==> src/sv/tlcld_pkg.sv <==
// Shared types and constants for the two-limb CRT decoder.
// Used by every module of the block; depends on nothing else.
`default_nettype none
package tlcld_pkg;

  localparam int WORD_W      = 32;
  localparam int WIDE_W      = 64;
  localparam int CFG_IDX_W   = 3;
  localparam int QUEUE_DEPTH = 2;

  typedef enum logic [CFG_IDX_W-1:0] {
    CFG_SECOND_MODULUS       = 3'd0,
    CFG_INV_SECOND_MOD_FIRST = 3'd1,
    CFG_INV_FIRST_MOD_SECOND = 3'd2,
    CFG_SCALE_FACTOR         = 3'd3,
    CFG_PLAIN_MODULUS        = 3'd4
  } cfg_idx_t;

  // Configuration as seen by the datapath; zero kappa and zero scale are already mapped to one.
  typedef struct packed {
    logic [WORD_W-1:0] kap;
    logic [WORD_W-1:0] inv_sm_f;
    logic [WORD_W-1:0] inv_f_sm;
    logic [WIDE_W-1:0] del;
    logic [WORD_W-1:0] p;
  } cfg_t;

  // Item handed from front to back. d1 uses only its low LIMB_BITS bits.
  typedef struct packed {
    logic [WORD_W-1:0] d1;
    logic [WORD_W-1:0] c2;
    logic [WORD_W-1:0] m2;
  } fe_item_t;

endpackage
`default_nettype wire

==> src/sv/tlcld_queue.sv <==
// Short FIFO between the front and back stages.
// Depends on tlcld_pkg for the item type and depth.
`default_nettype none
module tlcld_queue
  import tlcld_pkg::*;
(
  input  wire logic     clk,
  input  wire logic     rst,
  input  wire logic     push,
  input  wire fe_item_t push_item,
  output logic          full,
  input  wire logic     pop,
  output logic          not_empty,
  output fe_item_t      head_item
);

  localparam int PTR_W = $clog2(QUEUE_DEPTH);
  localparam int CNT_W = $clog2(QUEUE_DEPTH + 1);

  fe_item_t         entry [QUEUE_DEPTH];
  logic [PTR_W-1:0] wr_ptr;
  logic [PTR_W-1:0] rd_ptr;
  logic [CNT_W-1:0] count;
  logic             do_push;
  logic             do_pop;

  assign full      = (count == CNT_W'(QUEUE_DEPTH));
  assign not_empty = (count != '0);
  assign do_push   = push && !full;
  assign do_pop    = pop && not_empty;
  assign head_item = entry[rd_ptr];

  always_ff @(posedge clk) begin
    if (rst) begin
      wr_ptr <= '0;
      rd_ptr <= '0;
      count  <= '0;
    end else begin
      if (do_push) begin
        wr_ptr <= (wr_ptr == PTR_W'(QUEUE_DEPTH - 1)) ? '0 : wr_ptr + 1'b1;
      end
      if (do_pop) begin
        rd_ptr <= (rd_ptr == PTR_W'(QUEUE_DEPTH - 1)) ? '0 : rd_ptr + 1'b1;
      end
      if (do_push && !do_pop) begin
        count <= count + 1'b1;
      end else if (do_pop && !do_push) begin
        count <= count - 1'b1;
      end
    end
  end

  always_ff @(posedge clk) begin
    if (do_push) begin
      entry[wr_ptr] <= push_item;
    end
  end

endmodule
`default_nettype wire

==> config.mk <==
export PLATFORM = sky130hd
export DESIGN_NAME = tlcld_queue
export DESIGN_NICKNAME = d
export VERILOG_FILES = /design/src/sv/tlcld_pkg.sv /design/src/sv/tlcld_queue.sv
export SDC_FILE = /design/constraint.sdc
export NUM_CORES = 1
export LEC_CHECK = 0
export BUFFER_PORTS_ARGS = -buffer_cell sky130_fd_sc_hd__buf_2
export CORE_ASPECT_RATIO = 1.75
export CORE_UTILIZATION = 30
export DETAILED_ROUTE_END_ITERATION = 10
export PLACE_DENSITY = 0.54
export SYNTH_ARGS = -nofsm -noshare
export SYNTH_HDL_FRONTEND = slang
export SYNTH_SLANG_ARGS = --single-unit
==> constraint.sdc <==
create_clock -name clk -period 3.1 [get_ports clk]
set_input_delay 0.465 -clock clk [delete_from_list [all_inputs] [get_ports clk]]
set_output_delay 0.465 -clock clk [all_outputs]
set_load 0.005 [all_outputs]
==> results by group, run 1 <==
Clock tree
  • Post-CTS Setup Bufs: 0
  • Worst-Skew Late Latency: 430 ps
  • Total clock sinks: 197
  • Root Driver: clkbuf_16
  • Post-CTS Resized: 0
  • Clock-pin slew on the worst setup and hold paths: 60 ps
  • Max clock buf depth: 2
  • # H-tree levels: 4
  • CTS Hold Bufs: 0
  • CTS buffer count: 17
  • CTS tree: yes

Logic synthesis
  • Commonest cells post-synth: edfxtp_1, mux2_2, mux2_4, buf_2, dfxtp_1
  • Post-synth EDFFs: 192
  • Synth area leaders: edfxtp_1, mux2_2, mux2_4
  • Ys async rst share: 0%
  • Yosys top cell area share: 78.5%
  • Syn avg cell area: 22.7 sq um
  • Ys flop type: edfxtp_1
  • Post-synthesis cell type count: 18
  • Post-synth net total: 425
  • #FFs+latches synth: 197
  • Top-count cell post-synth: edfxtp_1
  • Cells after Synth: 324
  • Seq/Total Area, Yosys: 79.8%
  • Largest area contributor in the netlist: edfxtp_1
  • Synth Cell Area: 7350 sq um
  • Syn. warnings: 0

Setup path
  • Arr. time, crit path: 1880 ps
  • Reg2Reg Depth: 4
  • R2r setup slk: 1260 ps
  • Worst reg2reg endpoint: entry[0][47]
  • Worst Path Class, Setup: reg -> out
  • Critical Path Fanout Max: 96
  • Reg-to-Reg Start: count[0]
  • WP data required: 2630 ps
  • Worst setup SP type: flip-flop
  • Setup crit end kind: primary output
  • Worst setup path endpoint: head_item[8]

Floorplan
  • Die area: 25100 sq um
  • Row cnt: 75
  • IO Count: 198
  • Core area: 24000 sq um
  • Initial Util: 30.6%
  • Die Height: 209 microns
  • Die Width: 120 microns

GRT
  • Initial antenna violation count: 0
  • Vias in the first global route: 4129
  • Tot GR Track Use: 11.8%
  • Largest net degree at the start of global routing: 97
  • First-pass GRT wire length: 21800 microns
  • Total global routing overflow: 0

Timing
  • # setup viols final: 0
  • Worst-margin pin slew: 632 ps
  • RSZ-0062 raised after global routing: no
  • Max Slew Vio Count: 0
  • Slew HR: 57.9%
  • Crit path time final: 2350 ps
  • Final Hold Viols: 0
  • Setup total negative slack: 0 ps
  • Final hold slack: 215 ps
  • Tcrit/Tclk final: 75.7%
  • Worst clock skew: 6.14 ps
  • FMAX: 426 MHz

Final layout
  • Layout cell share with drive strength beyond 1: 59.7%
  • Fin util: 38.5%
  • Synth-to-layout area growth: 25.7%
  • NumNets Final: 634
  • Antenna cell count: 0

Power
  • P per Cell Area: 795 nW/um^2
  • Worst VDD drop: 0.509 mV
  • P_leak: 3.46 nW

Detailed routing
  • Remaining DRCs: 0
  • Via density: 4.32
  • Vias post-DR: 3691
  • Routed WL per cell: 16.7 microns
  • Routed Antenna Nets: 0
  • Initial DRC Count: 189
  • Drt pass-1 iters: 4
  • Routed WL: 14300 microns

Placed design
  • HPWL after detailed placement: 9360 microns
  • Final Wtd Congestion: 0.666
  • Port bufs: 197

Run status
  • Outcome: finished clean

Worst hold path
  • Hold Crit Class: in -> reg

Flow run
  • Max-cap violations: 0
-- cell type report --
type / instances / area [sq um]
timing repair buffer: 201 / 1050
tap: 308 / 385
clock buffer: 21 / 440
multi-input combinational: 114 / 1350
inverter: 2 / 11.3
fill: 2295 / 14800
sequential: 197 / 5870
clock inverter: 11 / 134
-- layer usage --
layer | global-route usage, % | part of all wire (%)
met2 | 22.0 | 57
met4 | 5.92 | 1.9
met3 | 4.01 | 5.4
met5 | 0 | 0
met1 | 11.3 | 36
-- where the power goes --
| group | internal, mW | switching [mW] |
|---|---|---|
| clock | 1.26 | 0.911 |
| sequential | 3.35 | 0.0876 |
| combinational | 0.916 | 0.830 |
| total | 5.52 | 1.83 |
-- registers in the layout, indices dropped and copies added, names as in the netlist, named ones only --
name,flops
entry,192
count,2
rd_ptr,1
wr_ptr,1
-- worst min-delay path by stage --
stage	startpoint	to	slack, ps	depth (start not counted)
floorplan	wr_ptr	wr_ptr	450	2
global placement	wr_ptr	wr_ptr	470	2
detailed placement	wr_ptr	wr_ptr	510	2
CTS	push_item[37]	entry[1][37]	180	1
global route	push_item[9]	entry[1][9]	180	1
finish	push_item[87]	entry[0][87]	220	1
-- per-stage QoR --
step                power, mW  setup WS, ps  instances  instance area [sq um]
floorplan                4.65           600        324                   7350
global placement         5.25          1140        822                   8670
detailed placement       5.29          1120        822                   8670
CTS                      7.49           705        854                   9240
global route             7.71           660        854                   9240
finish                   7.35           753        854                   9240
-- kinds of logic after synthesis --
logic type / share of synthesized area (%)
DFF: 79.8
muxes: 16.8
buffers and inverters: 1.89
and+or+nand+nor: 0.664
AOI/OAI and AO/OA: 0.340
xor gates and xnor gates: 0.358
adders and majority gates: 0.170
-- layout by cell type, fill, tap and decap left out --
cell        instances
a21oi_1             2
and2_4              1
buf_12              3
buf_2             197
buf_4               1
bufinv_16           3
clkbuf_1            4
clkbuf_16          17
clkinv_1            4
clkinv_2            1
clkinv_4            1
clkinvlp_4          3
dfxtp_1             4
dfxtp_4             1
edfxtp_1          192
ha_1                1
inv_1               1
mux2_2             56
mux2_4             40
nor2_1              4
nor2b_2             1
o21ai_0             3
or2_2               1
or3_1               2
xor2_1              3
-- worst max-delay path, stage by stage, from the launching register on --
cell and delay [ps]:
dfxtp_4 350, buf_12 480, mux2_2 420, buf_2 130
No activity file was read; power rests on OpenSTA's default activity.
==> inputs of run 2 (changes only) <==
==> constraint.sdc (replaced) <==
create_clock -name clk -period 1.9 [get_ports clk]
set_input_delay 0.285 -clock clk [delete_from_list [all_inputs] [get_ports clk]]
set_output_delay 0.285 -clock clk [all_outputs]
set_load 0.005 [all_outputs]
==> run 2 against run 1 <==
The flow now finishes with violations (negative setup slack); core utilization increased by 4.0 points; final cell count is 4.8% higher; global-route usage grew 0.82 points; non-clock buffer count grew 40; clock power up 53%; critical path type unchanged.
==> results by group, run 2 (synthesized netlist as in run 1, its figures left out) <==
Run status
  • Outcome: finished, violations left
  • Failing checks: negative setup slack

GRT
  • First-pass GRT wire length: 22800 microns (+4.3%)
  • Total global routing overflow: 0 (unchanged)
  • Tot GR Track Use: 12.6% (+0.82 points)
  • Vias in the first global route: 4178 (+1.2%)
  • Largest net degree at the start of global routing: 54 (-44%)
  • Initial antenna violation count: 2 (+2)

Clock tree
  • Worst-Skew Late Latency: 430 ps (about the same)
  • Root Driver: clkbuf_16
  • CTS tree: yes
  • Clock-pin slew on the worst setup and hold paths: 70 ps (about the same)
  • # H-tree levels: 4 (unchanged)
  • Total clock sinks: 197 (unchanged)
  • Max clock buf depth: 2 (unchanged)
  • CTS buffer count: 17 (unchanged)

Timing
  • Final hold slack: 39.2 ps (-176 ps)
  • Final critical-path setup slack: -9.42 ps (-763 ps)
  • Max Slew Vio Count: 0 (unchanged)
  • Crit path time final: 1910 ps
  • Slew HR: 76.5% (+19 points)
  • RSZ-0062 raised after global routing: yes
  • FMAX: 524 MHz
  • Final Hold Viols: 0 (unchanged)
  • # setup viols final: 4 (+4)
  • Worst-margin pin slew: 353 ps (-279 ps)
  • Worst clock skew: 5.75 ps (-0.391 ps)
  • Tcrit/Tclk final: 100%

Detailed routing
  • Routed WL: 15700 microns (+10%)
  • Initial DRC Count: 194 (+2.6%)
  • Routed Antenna Nets: 0 (unchanged)
  • Routed WL per cell: 17.5 microns (+5.0%)
  • Top Metal Used: met5
  • Drt pass-1 iters: 4 (unchanged)
  • Vias post-DR: 3835 (+3.9%)
  • Routed wl met2: 9350 microns (+15%)
  • Met3 wire length: 714 microns (-6.8%)
  • Routed met1 length: 5300 microns (+3.8%)
  • Via density: 4.28 (-0.86%)
  • Remaining DRCs: 0 (unchanged)

Power
  • Sw Ratio: 25.6% (+0.71 points)
  • Combinational group share of total power: 31.1% (+7.3 points)
  • Psw: 3.32 mW (+82%)
  • P per Cell Area: 1270 nW/um^2 (+60%)
  • Clk network pwr share: 25.6% (-3.9 points)
  • Post-layout power: 13.0 mW (+77%)
  • P_leak: 3.92 nW (+13%)
  • Int Pwr: 9.66 mW (+75%)
  • Register share of total power: 43.3% (-3.4 points)
  • Worst VDD drop: 0.957 mV (+88%)

Placed design
  • HPWL after detailed placement: 9640 microns (+3.0%)
  • Dpl cell area: 8730 sq um (+0.75%)
  • Final Wtd Congestion: 0.685 (+2.8%)
  • Port bufs: 197 (unchanged)

Setup path
  • Worst Path Class, Setup: reg -> out
  • Worst setup SP type: flip-flop
  • Slowest stage delay, CP: 380 ps (-100 ps)
  • Critical Path Fanout Max: 11 (-89%)
  • Slowest CP cell: dfxtp_4
  • Crit path buffers/inverters: 3 (+1)
  • Crit-path cells: buf_12, clkbuf_16, mux2_2, buf_2
  • Arr. time, crit path: 1620 ps (-260 ps)
  • Delay-heaviest family, CP: buffers and inverters
  • Setup crit end kind: primary output
  • WP data required: 1620 ps (-1010 ps)

Final layout
  • Most frequent cells in the layout: edfxtp_1, buf_2, mux2_4, buf_6, dlygate4sd3_1
  • Layout filler cell count: 2178 (-5.1%)
  • Largest Register: entry
  • Number of flip-flops in the largest register: 192 (unchanged)
  • Synth-to-layout area growth: 38.8%
  • Final instance area: 10200 sq um (+10%)
  • NumNets Final: 674 (+6.3%)
  • Largest registers: entry (192), count (2)
  • Layout cell share with drive strength beyond 1: 58.5% (-1.2 points)
  • Most common cell after layout, fill and taps aside: edfxtp_1

Floorplan
  • Die area: 25100 sq um (unchanged)
  • Core area: 24000 sq um (unchanged)
  • Initial Util: 30.6% (unchanged)
  • Row cnt: 75 (unchanged)
  • IO Count: 198 (unchanged)
  • Die Height: 209 microns (unchanged)
  • Die Width: 120 microns (unchanged)

Worst hold path
  • Hold Crit Class: in -> reg

Flow run
  • Max-cap violations: 0 (unchanged)
run 2: cell count changes in the layout (fill, tap and decap cells not counted), moves of 3 or more:
cell and delta:
buf_2 -45, buf_6 +45, mux2_2 -35, mux2_4 +35, dlygate4sd3_1 +30, buf_16 +5
clkinv_2 +3
run 2: worst reg2reg max path, delay by kind of cell, from the launching register on:
| kind | cells | cell delay, ps |
|---|---|---|
| buffers and inverters | 2 | 400 |
| DFF | 1 | 340 |
| and+or+nand+nor | 2 | 510 |
run 2: power groups by stage:
stage,registers [mW],clock network (mW),logic (mW)
final,5.62,3.32,4.03
after global routing,5.68,3.58,4.32
after CTS,5.63,3.46,3.82
after detailed placement,5.71,0,3.00
after global placement,5.68,0,2.95
after floorplan,5.68,0,1.92
run 2: layout make-up:
| class | instances | area, sq um | share of cell area [%] |
|---|---|---|---|
| Sequential cell | 197 | 5870 | 57.6 |
| Timing Repair Buffer | 241 | 1900 | 18.6 |
| Multi-Input combinational cell | 114 | 1490 | 14.6 |
| Clock buffer | 19 | 433 | 4.25 |
| Tap cell | 308 | 385 | 3.78 |
| Clock inverter | 13 | 109 | 1.07 |
| Inverter | 2 | 11.3 | 0.110 |
| Antenna cell | 1 | 2.50 | 0.0245 |
run 2: stage by stage:
step	worst slack, ps	std cells	setup TNS, ps	util, %
2_1_floorplan	-509	324	-48900	-
3_3_place_gp	310	824	0	36.3
3_5_place_dp	283	824	0	36.3
4_1_cts	-86.1	892	-4180	41.6
5_1_grt	-86.7	895	-5260	42.4
6_report	-9.42	895	-22.6	42.4
run 2: layer usage:
metal	up-vias	GRT usage (%)
li1	1782	-
met1	1920	11.6
met2	112	24.2
met3	19	3.77
met4	2	6.90
met5	-	0
run 2: repair_timing:
| action | in CTS | in global routing |
|---|---|---|
| hold buffers | 30 | 0 |
| buffers inserted | 2 | 0 |
| gates cloned | 4 | 2 |
| setup endpoints to repair | 86 | 96 |
| hold endpoints to repair | 56 | 0 |
| gates resized for setup | 55 | 30 |
run 2: worst paths after layout:
path / startpoint / to / slack (ps) / depth (start not counted)
worst max register to register: count[1] / entry[0][80] / 280 / 4
worst min register to register: wr_ptr / wr_ptr / 500 / 2
worst min-delay path: push_item[83] / entry[0][83] / 40 / 1
worst max-delay path: flip-flop / head_item[29] / -9 / 4
==> inputs of run 3 (changes only) <==
--- a/config.mk
+++ b/config.mk
@@ -5,11 +5,13 @@
 export SDC_FILE = /design/constraint.sdc
 export NUM_CORES = 1
 export LEC_CHECK = 0
+export ABC_AREA = 1
 export BUFFER_PORTS_ARGS = -buffer_cell sky130_fd_sc_hd__buf_2
 export CORE_ASPECT_RATIO = 1.75
-export CORE_UTILIZATION = 30
+export CORE_UTILIZATION = 40
 export DETAILED_ROUTE_END_ITERATION = 10
-export PLACE_DENSITY = 0.54
+export HOLD_SLACK_MARGIN = 0.12
+export PLACE_DENSITY = 0.68
 export SYNTH_ARGS = -nofsm -noshare
 export SYNTH_HDL_FRONTEND = slang
 export SYNTH_SLANG_ARGS = --single-unit
==> run 3 against run 2 <==
The flow now finishes without violations; global-route usage up 3.4 points; clock power grew 6%; die area down 24%; via count is 10% higher; power fell by 5.2%; core utilization rose by 15 points; synthesized area grew 0.27%; count of clock-buffer cells in the layout down 1; critical path type unchanged; critical endpoint is now head_item[90]; largest power group unchanged.
==> results by group, run 3 <==
Run status
  • Outcome: finished clean

Logic synthesis
  • Synth area leaders: edfxtp_1, mux2_2, mux2_4
  • Syn. warnings: 0 (unchanged)
  • Cells after Synth: 336 (+3.7%)
  • Ys async rst share: 0% (unchanged)
  • Post-synth net total: 437 (+2.8%)
  • Top-count cell post-synth: edfxtp_1
  • Post-synth EDFFs: 192 (unchanged)
  • Yosys top cell area share: 78.2% (-0.21 points)
  • Post-synthesis cell type count: 16 (-2)
  • Commonest cells post-synth: edfxtp_1, mux2_2, mux2_4, inv_1, nor2_1
  • Ys flop type: edfxtp_1
  • Largest area contributor in the netlist: edfxtp_1
  • Synth Cell Area: 7370 sq um (+0.27%)
  • Seq/Total Area, Yosys: 79.6% (-0.22 points)
  • #FFs+latches synth: 197 (unchanged)
  • Syn avg cell area: 21.9 sq um (-3.3%)

GRT
  • First-pass GRT wire length: 22500 microns (-1.0%)
  • Total global routing overflow: 0 (unchanged)
  • Tot GR Track Use: 16.1% (+3.4 points)
  • Vias in the first global route: 4572 (+9.4%)
  • Initial antenna violation count: 0 (-2)
  • Largest net degree at the start of global routing: 56 (+3.7%)

Setup path
  • Delay-heaviest family, CP: buffers and inverters
  • Worst reg2reg endpoint: count[1]
  • Slowest stage delay, CP: 370 ps (about the same)
  • Critical Path Fanout Max: 12 (+1)
  • Setup crit end kind: primary output
  • Reg2Reg Depth: 9 (+5)
  • R2r setup slk: 460 ps (+180 ps)
  • Worst Path Class, Setup: reg -> out
  • Reg-to-Reg Start: count[0]
  • WP data required: 1620 ps (about the same)
  • Crit-path cells: buf_4, buf_16, mux2_2, buf_2
  • Worst setup SP type: flip-flop
  • Slowest CP cell: dfxtp_4
  • Crit path buffers/inverters: 3 (unchanged)
  • Arr. time, crit path: 1600 ps (-20 ps)

Timing
  • FMAX: 529 MHz (+1.0%)
  • Final critical-path setup slack: 10.0 ps (+19.4 ps)
  • Tcrit/Tclk final: 99.5% (-1.0 points)
  • # setup viols final: 0 (-4)
  • Final hold slack: 165 ps (+125 ps)
  • RSZ-0062 raised after global routing: yes
  • Worst-margin pin slew: 325 ps (-27.8 ps)
  • Crit path time final: 1890 ps (-19.4 ps)
  • Max Slew Vio Count: 0 (unchanged)
  • Final Hold Viols: 0 (unchanged)
  • Worst clock skew: 13.7 ps (+7.92 ps)
  • Slew HR: 78.3% (+1.9 points)

Detailed routing
  • Routed WL: 15900 microns (+1.4%)
  • Routed WL per cell: 17.7 microns (+1.0%)
  • Via density: 4.70 (+9.6%)
  • Drt pass-1 iters: 4 (unchanged)
  • Routed Antenna Nets: 0 (unchanged)
  • Initial DRC Count: 165 (-15%)
  • Vias post-DR: 4219 (+10%)
  • Remaining DRCs: 0 (unchanged)

Floorplan
  • Die Width: 105 microns (-13%)
  • Initial Util: 40.8% (+10 points)
  • Die Height: 182 microns (-13%)
  • IO Count: 198 (unchanged)
  • Core area: 18100 sq um (-25%)
  • Row cnt: 65 (-13%)
  • Die area: 19000 sq um (-24%)

Clock tree
  • Root Driver: clkbuf_16
  • CTS buffer count: 17 (unchanged)
  • CTS tree: yes
  • Max clock buf depth: 2 (unchanged)
  • Total clock sinks: 197 (unchanged)
  • Worst-Skew Late Latency: 420 ps (about the same)
  • # H-tree levels: 4 (unchanged)
  • Clock-pin slew on the worst setup and hold paths: 70 ps (about the same)

Placed design
  • Dpl ws: 422 ps (+139 ps)
  • Final Wtd Congestion: 0.735 (+7.3%)
  • Port bufs: 197 (unchanged)
  • HPWL after detailed placement: 9770 microns (+1.4%)

Final layout
  • Largest registers: entry (192), count (2)
  • Layout cell share with drive strength beyond 1: 51.7% (-6.9 points)
  • Largest Register: entry
  • Most common cell after layout, fill and taps aside: buf_2
  • Number of flip-flops in the largest register: 192 (unchanged)
  • Most frequent cells in the layout: buf_2, edfxtp_1, dlygate4sd3_1, mux2_4, mux2_2
  • Synth-to-layout area growth: 41.5%
  • Antenna cell count: 0 (-1)
  • NumNets Final: 753 (+12%)
  • Layout filler cell count: 1417 (-35%)

Worst hold path
  • Worst Hold Depth: 4 (+3)
  • Hold Crit Class: in -> reg
  • Hold Startpoint: rst
  • Hold Path End: wr_ptr

Flow run
  • Max-cap violations: 0 (unchanged)

Power
  • P per Cell Area: 1180 nW/um^2 (-7.3%)
  • Worst VDD drop: 0.855 mV (-11%)
  • P_leak: 4.04 nW (+3.1%)
## run 3: cell types whose count changed in the layout (fill, tap and decap cells not counted), moves of 3 or more
cell / change
dlygate4sd3_1: +66
buf_2: +43
buf_6: -43
mux2_2: +27
mux2_4: -27
nand2_1: +7
inv_1: +6
clkinv_2: -4
buf_16: -3
clkinv_4: -3
xor2_1: -3
## run 3: final cells by class
class	instances	area [sq um]	share of cell area (%)
sequential	197	5870	56.3
multi-input combinational	120	1400	13.4
clock inverter	13	148	1.42
tap	234	293	2.81
timing repair buffer	308	2260	21.7
inverter	8	30.0	0.288
clock buffer	18	429	4.12
## run 3: worst min-delay path: cells and delay by family
kind,cells,cell delay [ps]
and+or+nand+nor,1,40
buffers and inverters,2,160
AOI/OAI and AO/OA,1,80
## run 3: power by group
part	switching [mW]	total [mW]	internal, mW
registers	0.185	5.68	5.49
logic	1.40	3.12	1.72
clock network	1.55	3.51	1.96
## run 3: logic make-up after synthesis
group	after synthesis	synth area share, %
muxes	96	16.7
AOI/OAI and AO/OA	5	0.340
buffers and inverters	19	2.19
and+or+nand+nor	18	0.985
adders and majority gates	1	0.170
DFF	197	79.6
## run 3: timing repair
item / CTS / global route
hold buffers: 96 / 0
setup buffers: 0 / 3
cloned: 0 / 6
endpoints found under the setup margin: 46 / 90
hold endpoints to repair: 192 / 0
gates resized for setup: 0 / 14
## run 3: metal layers
| layer | part of all wire [%] | track usage (%) | vias up |
|---|---|---|---|
| met1 | 34 | 14.5 | 2074 |
| met2 | 58 | 30.6 | 150 |
| met3 | 3.8 | 3.95 | 48 |
| met5 | 0 | 0 | - |
| met4 | 4.5 | 11.2 | 0 |
| li1 | - | - | 1947 |
## run 3: metrics by stage
| stage | utilization (%) | cell area, sq um | TNS, ps | total power [mW] | cells |
|---|---|---|---|---|---|
| 2_1_floorplan | - | 7400 | -78140 | 7.40 | 336 |
| 3_3_place_gp | 48.0 | 8670 | 0 | 8.32 | 762 |
| 3_5_place_dp | 48.0 | 8670 | 0 | 8.42 | 762 |
| 4_1_cts | 56.5 | 10200 | -1130 | 12.1 | 889 |
| 5_1_grt | 57.8 | 10400 | -570 | 12.8 | 898 |
| 6_report | 57.8 | 10400 | 0 | 12.3 | 898 |
## run 3: worst max-delay path by stage
stage                     startpoint       endpoint  depth (start not counted)
after global routing       flip-flop  head_item[90]                          4
final                      flip-flop  head_item[90]                          4
after CTS                  flip-flop  head_item[95]                          3
after global placement     flip-flop  head_item[95]                          3
after floorplan             count[1]    entry[0][0]                          3
after detailed placement   flip-flop  head_item[95]                          3
